**src/hw/rtl/jel_pkg.sv**
```systemverilog
// Shared types and constants for the JPEG end locator.
`default_nettype none

package jel_pkg;

  localparam logic [7:0] MarkFf  = 8'hFF;
  localparam logic [7:0] MarkSoi = 8'hD8;
  localparam logic [7:0] MarkSos = 8'hDA;
  localparam logic [7:0] MarkEoi = 8'hD9;

  localparam int unsigned OffsetWidth = 32;

  typedef enum logic [1:0] {
    StFound = 2'd0,
    StBad   = 2'd1,
    StEos   = 2'd2
  } status_e;

  typedef struct packed {
    status_e                status;
    logic [OffsetWidth-1:0] end_offset;
  } result_t;

endpackage

`default_nettype wire

```
**src/hw/rtl/jel_parser.sv**
```systemverilog
// Byte-serial marker segment walker: phase, counters and one result per file.
`default_nettype none

module jel_parser #(
  parameter int unsigned OFFSET_BITS = 32
) (
  input  wire              clk_i,
  input  wire              rst_ni,
  input  wire              in_fire_i,
  input  wire              sof_i,
  input  wire [7:0]        byte_i,
  input  wire              eos_i,
  output logic             res_valid_o,
  output jel_pkg::result_t res_o
);

  typedef enum logic [3:0] {
    PhIdle = 4'd0,
    PhSoi1 = 4'd1,
    PhMark = 4'd2,
    PhFill = 4'd3,
    PhLenH = 4'd4,
    PhLenL = 4'd5,
    PhSkip = 4'd6,
    PhScan = 4'd7
  } phase_e;

  localparam logic [OFFSET_BITS-1:0] CntMax = {OFFSET_BITS{1'b1}};

  phase_e                 phase_q, phase_d;
  logic [15:0]            skip_q, skip_d;
  logic [7:0]             lenh_q, lenh_d;
  logic [OFFSET_BITS-1:0] cnt_q, cnt_d;
  logic                   scan_q, scan_d;
  logic                   pend_q, pend_d;

  logic [OFFSET_BITS-1:0] cnt_inc;
  logic [15:0]            seg_len;
  logic [15:0]            skip_dec;
  logic [63:0]            cnt_wide;
  logic                   cnt_sat;
  logic                   emit;

  assign cnt_inc  = (cnt_q != CntMax) ? cnt_q + OFFSET_BITS'(1) : cnt_q;
  assign seg_len  = {lenh_q, byte_i};
  assign skip_dec = (skip_q != 16'd0) ? skip_q - 16'd1 : 16'd0;
  assign cnt_wide = 64'(cnt_inc);
  // offset field is 32 bits; clamp a wider counter
  assign cnt_sat  = (cnt_wide >> 32) != 64'd0;

  always_comb begin
    phase_d     = phase_q;
    skip_d      = skip_q;
    lenh_d      = lenh_q;
    cnt_d       = cnt_q;
    scan_d      = scan_q;
    pend_d      = pend_q;
    emit        = 1'b0;
    res_valid_o = 1'b0;
    res_o       = '{status: jel_pkg::StFound, end_offset: '0};

    if (in_fire_i) begin
      if (sof_i) begin
        skip_d = 16'd0;
        lenh_d = 8'd0;
        scan_d = 1'b0;
        pend_d = 1'b0;
        cnt_d  = OFFSET_BITS'(1);
        if (byte_i != jel_pkg::MarkFf) begin
          emit         = 1'b1;
          res_o.status = jel_pkg::StBad;
        end else begin
          phase_d = PhSoi1;
          if (eos_i) begin
            emit         = 1'b1;
            res_o.status = jel_pkg::StEos;
          end
        end
      end else if (phase_q != PhIdle) begin
        cnt_d = cnt_inc;
        case (phase_q)
          PhSoi1: begin
            if (byte_i != jel_pkg::MarkSoi) begin
              emit         = 1'b1;
              res_o.status = jel_pkg::StBad;
            end else begin
              phase_d = PhMark;
            end
          end
          PhMark: begin
            if (byte_i != jel_pkg::MarkFf) begin
              emit         = 1'b1;
              res_o.status = jel_pkg::StBad;
            end else begin
              phase_d = PhFill;
            end
          end
          PhFill: begin
            if (byte_i != jel_pkg::MarkFf) begin
              if (byte_i == jel_pkg::MarkSos) scan_d = 1'b1;
              phase_d = PhLenH;
            end
          end
          PhLenH: begin
            lenh_d  = byte_i;
            phase_d = PhLenL;
          end
          PhLenL: begin
            if (seg_len < 16'd3) begin
              emit         = 1'b1;
              res_o.status = jel_pkg::StBad;
            end else begin
              skip_d  = seg_len - 16'd2;
              phase_d = PhSkip;
            end
          end
          PhSkip: begin
            skip_d = skip_dec;
            if (skip_dec == 16'd0) begin
              pend_d  = 1'b0;
              phase_d = scan_q ? PhScan : PhMark;
            end
          end
          PhScan: begin
            if (pend_q && byte_i == jel_pkg::MarkEoi) begin
              pend_d           = 1'b0;
              emit             = 1'b1;
              res_o.status     = jel_pkg::StFound;
              res_o.end_offset = cnt_sat ? '1 : cnt_wide[31:0];
            end else begin
              pend_d = (byte_i == jel_pkg::MarkFf);
            end
          end
          default: begin
            phase_d = PhIdle;
          end
        endcase
        if (!emit && eos_i && phase_q <= PhScan) begin
          emit         = 1'b1;
          res_o.status = jel_pkg::StEos;
        end
      end
    end

    if (emit) begin
      res_valid_o = 1'b1;
      phase_d     = PhIdle;
    end
  end

  always_ff @(posedge clk_i or negedge rst_ni) begin
    if (!rst_ni) begin
      phase_q <= PhIdle;
      skip_q  <= 16'd0;
      lenh_q  <= 8'd0;
      cnt_q   <= '0;
      scan_q  <= 1'b0;
      pend_q  <= 1'b0;
    end else begin
      phase_q <= phase_d;
      skip_q  <= skip_d;
      lenh_q  <= lenh_d;
      cnt_q   <= cnt_d;
      scan_q  <= scan_d;
      pend_q  <= pend_d;
    end
  end

`ifndef ASSERT_OFF
  a_res_needs_beat: assert property (@(posedge clk_i) disable iff (!rst_ni)
    res_valid_o |-> in_fire_i)
    else $error("result without an input beat");

  a_skip_nonzero: assert property (@(posedge clk_i) disable iff (!rst_ni)
    (phase_q == PhSkip) |-> (skip_q != 16'd0))
    else $error("skip phase with empty skip count");

  a_fail_no_offset: assert property (@(posedge clk_i) disable iff (!rst_ni)
    (res_valid_o && res_o.status != jel_pkg::StFound) |-> (res_o.end_offset == '0))
    else $error("offset reported on a failed file");

  a_found_min_len: assert property (@(posedge clk_i) disable iff (!rst_ni)
    (res_valid_o && res_o.status == jel_pkg::StFound) |-> (res_o.end_offset >= 32'd9))
    else $error("end marker found too early");
`endif

endmodule

`default_nettype wire

```
**src/hw/rtl/jel_out_buf.sv**
```systemverilog
// Two-entry result buffer that decouples the parser from the result stream.
`default_nettype none

module jel_out_buf (
  input  wire              clk_i,
  input  wire              rst_ni,
  input  wire              push_i,
  input  jel_pkg::result_t push_data_i,
  output logic             space_o,
  output logic             valid_o,
  input  wire              ready_i,
  output jel_pkg::result_t data_o
);

  jel_pkg::result_t mem_q [2];
  logic             wptr_q, rptr_q;
  logic [1:0]       count_q, count_d;
  logic             pop;

  assign pop     = valid_o && ready_i;
  assign valid_o = (count_q != 2'd0);
  assign space_o = (count_q != 2'd2);
  assign data_o  = mem_q[rptr_q];

  always_comb begin
    count_d = count_q;
    if (push_i && !pop) count_d = count_q + 2'd1;
    else if (!push_i && pop) count_d = count_q - 2'd1;
  end

  always_ff @(posedge clk_i) begin
    if (push_i) mem_q[wptr_q] <= push_data_i;
  end

  always_ff @(posedge clk_i or negedge rst_ni) begin
    if (!rst_ni) begin
      wptr_q  <= 1'b0;
      rptr_q  <= 1'b0;
      count_q <= 2'd0;
    end else begin
      if (push_i) wptr_q <= ~wptr_q;
      if (pop) rptr_q <= ~rptr_q;
      count_q <= count_d;
    end
  end

`ifndef ASSERT_OFF
  a_no_overflow: assert property (@(posedge clk_i) disable iff (!rst_ni)
    push_i |-> (count_q != 2'd2))
    else $error("result pushed into full buffer");

  a_count_bound: assert property (@(posedge clk_i) disable iff (!rst_ni)
    count_q <= 2'd2)
    else $error("buffer count out of range");

  a_pop_drains: assert property (@(posedge clk_i) disable iff (!rst_ni)
    (pop && !push_i) |=> (count_q == $past(count_q) - 2'd1))
    else $error("pop did not drain an entry");
`endif

endmodule

`default_nettype wire

```
**src/hw/rtl/jpeg_end_locator.sv**
```systemverilog
// Top level of the JPEG end locator: byte stream in, one verdict per file out.
//
// Slave stream: one file byte per beat in tdata; tuser marks the first byte of
// a file, tlast the last byte. A first-byte beat always restarts parsing.
// Master stream: one beat per file with status (found, bad format, stream
// ended) and the end offset through the D9 byte (zero unless found).
// Throughput: one byte per cycle while tready is high; each byte updates the phase and
// counters through combinational logic ahead of the state registers.
// Output: the result of the beat that finished the file is registered into the
// buffer and reaches the master side once earlier results have been taken.
// Stall: results land in a two-entry buffer; tready drops only while both
// entries wait to be taken, and rises again the cycle after the master takes one.
// Reset: parser goes idle awaiting a first-byte beat, buffer empties; bytes
// given while idle without the first-byte flag are dropped silently.
// OFFSET_BITS sets the width of the saturating byte counter; the reported
// offset is clamped to 32 bits.
`default_nettype none

module jpeg_end_locator #(
  parameter int unsigned OFFSET_BITS = 32
) (
  input  wire         clk_i,
  input  wire         rst_ni,
  input  wire         s_axis_tvalid_i,
  output logic        s_axis_tready_o,
  input  wire  [7:0]  s_axis_tdata_i,   // [7:0] data_byte
  input  wire         s_axis_tuser_i,   // [0] start_of_file
  input  wire         s_axis_tlast_i,
  output logic        m_axis_tvalid_o,
  input  wire         m_axis_tready_i,
  output logic [39:0] m_axis_tdata_o    // [1:0] status, [33:2] end_offset, [39:34] zero
);

  logic             in_fire;
  logic             res_valid;
  jel_pkg::result_t res;
  jel_pkg::result_t head;
  logic             space;

  assign s_axis_tready_o = space;
  assign in_fire         = s_axis_tvalid_i && space;

  jel_parser #(
    .OFFSET_BITS(OFFSET_BITS)
  ) u_parser (
    .clk_i       (clk_i),
    .rst_ni      (rst_ni),
    .in_fire_i   (in_fire),
    .sof_i       (s_axis_tuser_i),
    .byte_i      (s_axis_tdata_i),
    .eos_i       (s_axis_tlast_i),
    .res_valid_o (res_valid),
    .res_o       (res)
  );

  jel_out_buf u_out_buf (
    .clk_i       (clk_i),
    .rst_ni      (rst_ni),
    .push_i      (res_valid),
    .push_data_i (res),
    .space_o     (space),
    .valid_o     (m_axis_tvalid_o),
    .ready_i     (m_axis_tready_i),
    .data_o      (head)
  );

  assign m_axis_tdata_o = {6'd0, head.end_offset, head.status};

endmodule

`default_nettype wire

```
**config.mk**
```make
export PLATFORM = sky130hd
export DESIGN_NAME = jpeg_end_locator
export DESIGN_NICKNAME = d
export VERILOG_FILES = /design/src/hw/rtl/jel_pkg.sv /design/src/hw/rtl/jel_parser.sv /design/src/hw/rtl/jel_out_buf.sv /design/src/hw/rtl/jpeg_end_locator.sv
export SDC_FILE = /design/constraint.sdc
export NUM_CORES = 1
export LEC_CHECK = 0
export ABC_AREA = 1
export BUFFER_PORTS_ARGS = -buffer_cell sky130_fd_sc_hd__buf_4
export CAP_MARGIN = 20
export CORE_UTILIZATION = 40
export DETAILED_ROUTE_END_ITERATION = 8
export GPL_TIMING_DRIVEN = 0
export HOLD_SLACK_MARGIN = 0.05
export SLEW_MARGIN = 20
export SYNTH_ARGS = -nofsm -noshare
export SYNTH_HDL_FRONTEND = slang
export SYNTH_HIERARCHICAL = 1
export SYNTH_SLANG_ARGS = --single-unit
```
**constraint.sdc**
```tcl
create_clock -name clk_i -period 3.75 [get_ports clk_i]
set_clock_uncertainty 0.1 [all_clocks]
set_input_delay 0.375 -clock clk_i [delete_from_list [all_inputs] [get_ports clk_i]]
set_output_delay 0.375 -clock clk_i [all_outputs]
set_load 0.1 [all_outputs]
```
==> out/summary.log <==
qor: floorplanning.design.die.area 19800 µm²
qor: layout.ant_diodes 0
qor: worst_setup_path.worst_setup_path_end_kind register
qor: layout.fraction_of_layout_cells_with_a_size_suffix_above_1 0.164
qor: place.post-dp-hpwl 15000 µm
qor: synth.netlist.top_cell.by_area edfxtp_1
qor: route.drc 0
qor: layout.area_delta_synth_final 17.6%
qor: worst_setup_path.worst_path_max_delay_cell nor2_4
qor: global_route.gr-usage-met1 0.310
qor: layout.multi_input_area 3390 µm²
qor: worst_setup_path.worst_path_largest_cell_delay 450 ps
qor: layout.stdcell_count 1280
qor: worst_setup_path.critical_path.max_fanout 19
qor: synth.synth.top_cells.by_count 279 x nand2_1, 104 x inv_1, 94 x nor2_1, 68 x edfxtp_1, 65 x dfrtp_1
qor: synth.synth_edf_count 68
qor: synth.synthesized_instance_count 958
qor: synth.synth_most_common_cell nand2_1
qor: synth.yosysWarnings 6
qor: clocking.cts_buf_count 17
qor: place.placedCellCount 1247
qor: worst_setup_path.cp-start-kind register
qor: timing.fin_crit_sh 0.808
qor: layout.final_design_area_no_fill 9050 µm²
qor: worst_setup_path.worstSetupPathDepth 15
qor: clocking.clk_latency_worst_skew_pair 440 ps
qor: layout.layout.filler_cells 1822
qor: floorplanning.rows 50
qor: worst_setup_path.rr_worst_depth 15
qor: worst_setup_path.crit_family buffers and inverters
qor: synth.dominant_cells_by_area_after_synthesis edfxtp_1 27%, dfrtp_1 21%, nand2_1 14%
qor: outcome.run_status finished, final reports clean
qor: synth.part_of_the_yosys_area_used_for_sequential_elements 0.477
qor: timing.worstMarginPinSlew 879 ps
qor: global_route.grt_antenna_before_repair 0
qor: global_route.wire_length_of_the_first_global_routing_pass 32400 µm
qor: clocking.cts-root-buf clkbuf_16
qor: clocking.cts.htree.levels 4
qor: route.postRouteWirelength 20000 µm
qor: route.dr.first_iter.drc_count 574
qor: synth.avgSynthCellArea 8.04 µm²
qor: global_route.grt_overflow 0
qor: pwr.cellLeakagePower 4.12 nW
qor: clocking.cts.sink_count 133
qor: synth.synth_area 7700 µm²
qor: worst_hold_path.hp-class input pin to register
qor: worst_setup_path.worst-endpoint-arrival 3060 ps
qor: clocking.clk_pin_slew_worst_paths 60 ps
qor: timing.slew_headroom 0.414
qor: worst_setup_path.timing.critical_path.cells inv_1 -> nand2_1 -> nand2_1 -> inv_1 -> inv_1 -> a31oi_2 -> nor2_2 -> inv_2 -> o21ai_1 -> inv_1 -> nand2_2 -> inv_1 -> inv_1 -> nor2_4 -> buf_16
qor: timing.timing.final.hold_violations 0
qor: global_route.global_route.peak_usage_layer met2
qor: worst_hold_path.min_path_cells 3
qor: place.io_buffer_count 49
qor: floorplanning.floorplan.initialDensity 0.410
qor: timing.unrepaired_setup_endpoints_after_global_routing no
qor: place.gp_routability_congestion 0.900
qor: floorplanning.floorplan.io_pins 56
qor: route.vias_per_cell 5.20
qor: run.max_cap_check_violation_count 0
qor: global_route.grt_start_max_net_pins 66
qor: synth.async_flop_share 0.489
qor: pwr.vdd.ir_drop.worst 0.000400 V
qor: timing.timing_max_transition_violations_final 0
qor: clocking.ctsLongestPathBuffers 2
qor: synth.synth_top_area_share 0.265
qor: worst_setup_path.worstSetupPathType register to register
qor: layout.nets 1052
qor: timing.setup-violations-final 0
qor: worst_setup_path.crit_path_frequent_cell inv_1
qor: worst_setup_path.worst-path-buf-inv 8
qor: synth.synthDistinctLibCells 50
qor: worst_setup_path.crit_required 3780 ps
qor: route.ant_nets 0
qor: global_route.globalRouteMet3Util 0.0428
qor: global_route.grt_util_met2 0.317
qor: route.wl_per_cell 15.6 µm
qor: global_route.track_usage 0.215
qor: floorplanning.fp.coreArea 18800 µm²
qor: layout.sequential_cell_area 3670 µm²
qor: layout.finish.utilization 0.482
qor: clocking.number_of_setup_buffers_added_after_cts 0
qor: global_route.first_global_vias 6200
qor: clocking.tritoncts_clock_tree built
qor: timing.fin_crit 3030 ps
qor: route.dr.pass1.iters 6
qor: route.detailroute.via_count 6651
qor: pwr.pwr_density_cell 743 nW/µm²
qor: floorplanning.dieWidth 141 µm
qor: floorplanning.die_h 141 µm
qor: place.place_area 8410 µm²
qor: synth.dominantRegCellSynth edfxtp_1
qor: timing.max_freq 0.330 GHz
qor: synth.ys_ff_latch 133
-- per-layer routing --
metal	vias up	share of wire
met4	0	0.017
met1	3094	0.47
li1	3287	-
met3	28	0.069
met5	-	0
met2	242	0.44
-- report_power, final --
group	switching, mW	internal [mW]	total, mW
registers	0.0911	1.79	1.88
clock network	0.713	1.08	1.79
logic	2.42	0.635	3.06
total	3.23	3.50	6.73
-- worst min-delay path, cell delays in order --
cell and delay, ps:
buf_4 90, nand3_1 70, nand2_1 60
-- cell families after synthesis --
family | Yosys count | synth area share
AOI/OAI and AO/OA | 129 | 0.101
xor gates and xnor gates | 32 | 0.0364
adders and majority gates | 5 | 0.00813
buffers and inverters | 149 | 0.0863
DFF | 133 | 0.477
other | 1 | 0.000487
and+or+nand+nor | 509 | 0.291
-- cell usage in the layout (no fill, tap or decap), drive strengths merged, types with 7 or more instances in the layout --
master	n
nor2	108
xor2	28
o22ai	14
dfrtp	65
nor3	26
nand2	299
edfxtp	68
nand4	15
o21ai	57
nor4	9
inv	129
buf	72
a31oi	7
clkbuf	24
nand3	47
a21oi	29
-- final timing paths --
path / start / slack [ps] / to
worst min register to register: u_out_buf/count_q[1]$_DFFE_PN0P_ / 400 / u_out_buf/count_q[1]$_DFFE_PN0P_
worst min-delay path: m_axis_tready_i / 100 / u_out_buf/rptr_q$_DFFE_PN0P_
worst max-delay path: u_out_buf/count_q[0]$_DFFE_PN0P_ / 720 / u_out_buf/mem_q[0][2]$_DFFE_PP_
max in group asynchronous: rst_ni / 2470 / u_parser/cnt_q[2]$_DFFE_PN0P_
min in group asynchronous: rst_ni / 500 / u_parser/skip_q[2]$_DFFE_PN0P_
worst max register to register: u_out_buf/count_q[0]$_DFFE_PN0P_ / 720 / u_out_buf/mem_q[0][2]$_DFFE_PP_
-- state kept, by name, summed over array words and instances, names as in the netlist --
name	cells
u_out_buf/count_q	2
u_out_buf/mem_q	68
u_out_buf/rptr_q	1
u_out_buf/wptr_q	1
u_parser/cnt_q	32
u_parser/lenh_q	8
u_parser/pend_q	1
u_parser/phase_q	3
u_parser/scan_q	1
u_parser/skip_q	16
-- stage by stage --
stage               setup TNS [ps]  hold slack, ps  setup slack (ps)  power, mW
finish                           0             105               721       6.73
global route                     0             101               479       7.04
CTS                              0            89.4               709       6.78
detailed placement               0             380               734       4.97
global placement              -291             381             -11.6       4.94
floorplan                        0           -20.6               198       4.29
-- final cells by class --
| cell class | count | share of cell area |
|---|---|---|
| flip-flops and latches | 133 | 0.405 |
| multi-input cells | 681 | 0.375 |
| inverters | 120 | 0.0506 |
| clock buffers | 17 | 0.0470 |
| repair buffers | 51 | 0.0448 |
| well taps | 234 | 0.0323 |
| plain buffers | 29 | 0.0228 |
| clock inverters | 15 | 0.0227 |
-- repair_timing --
action                    in CTS  in global routing
hold buffers                   1                  0
hold endpoints to repair      65                  0
gates resized for setup        0                  0
Power figures use the tool's default switching activity.
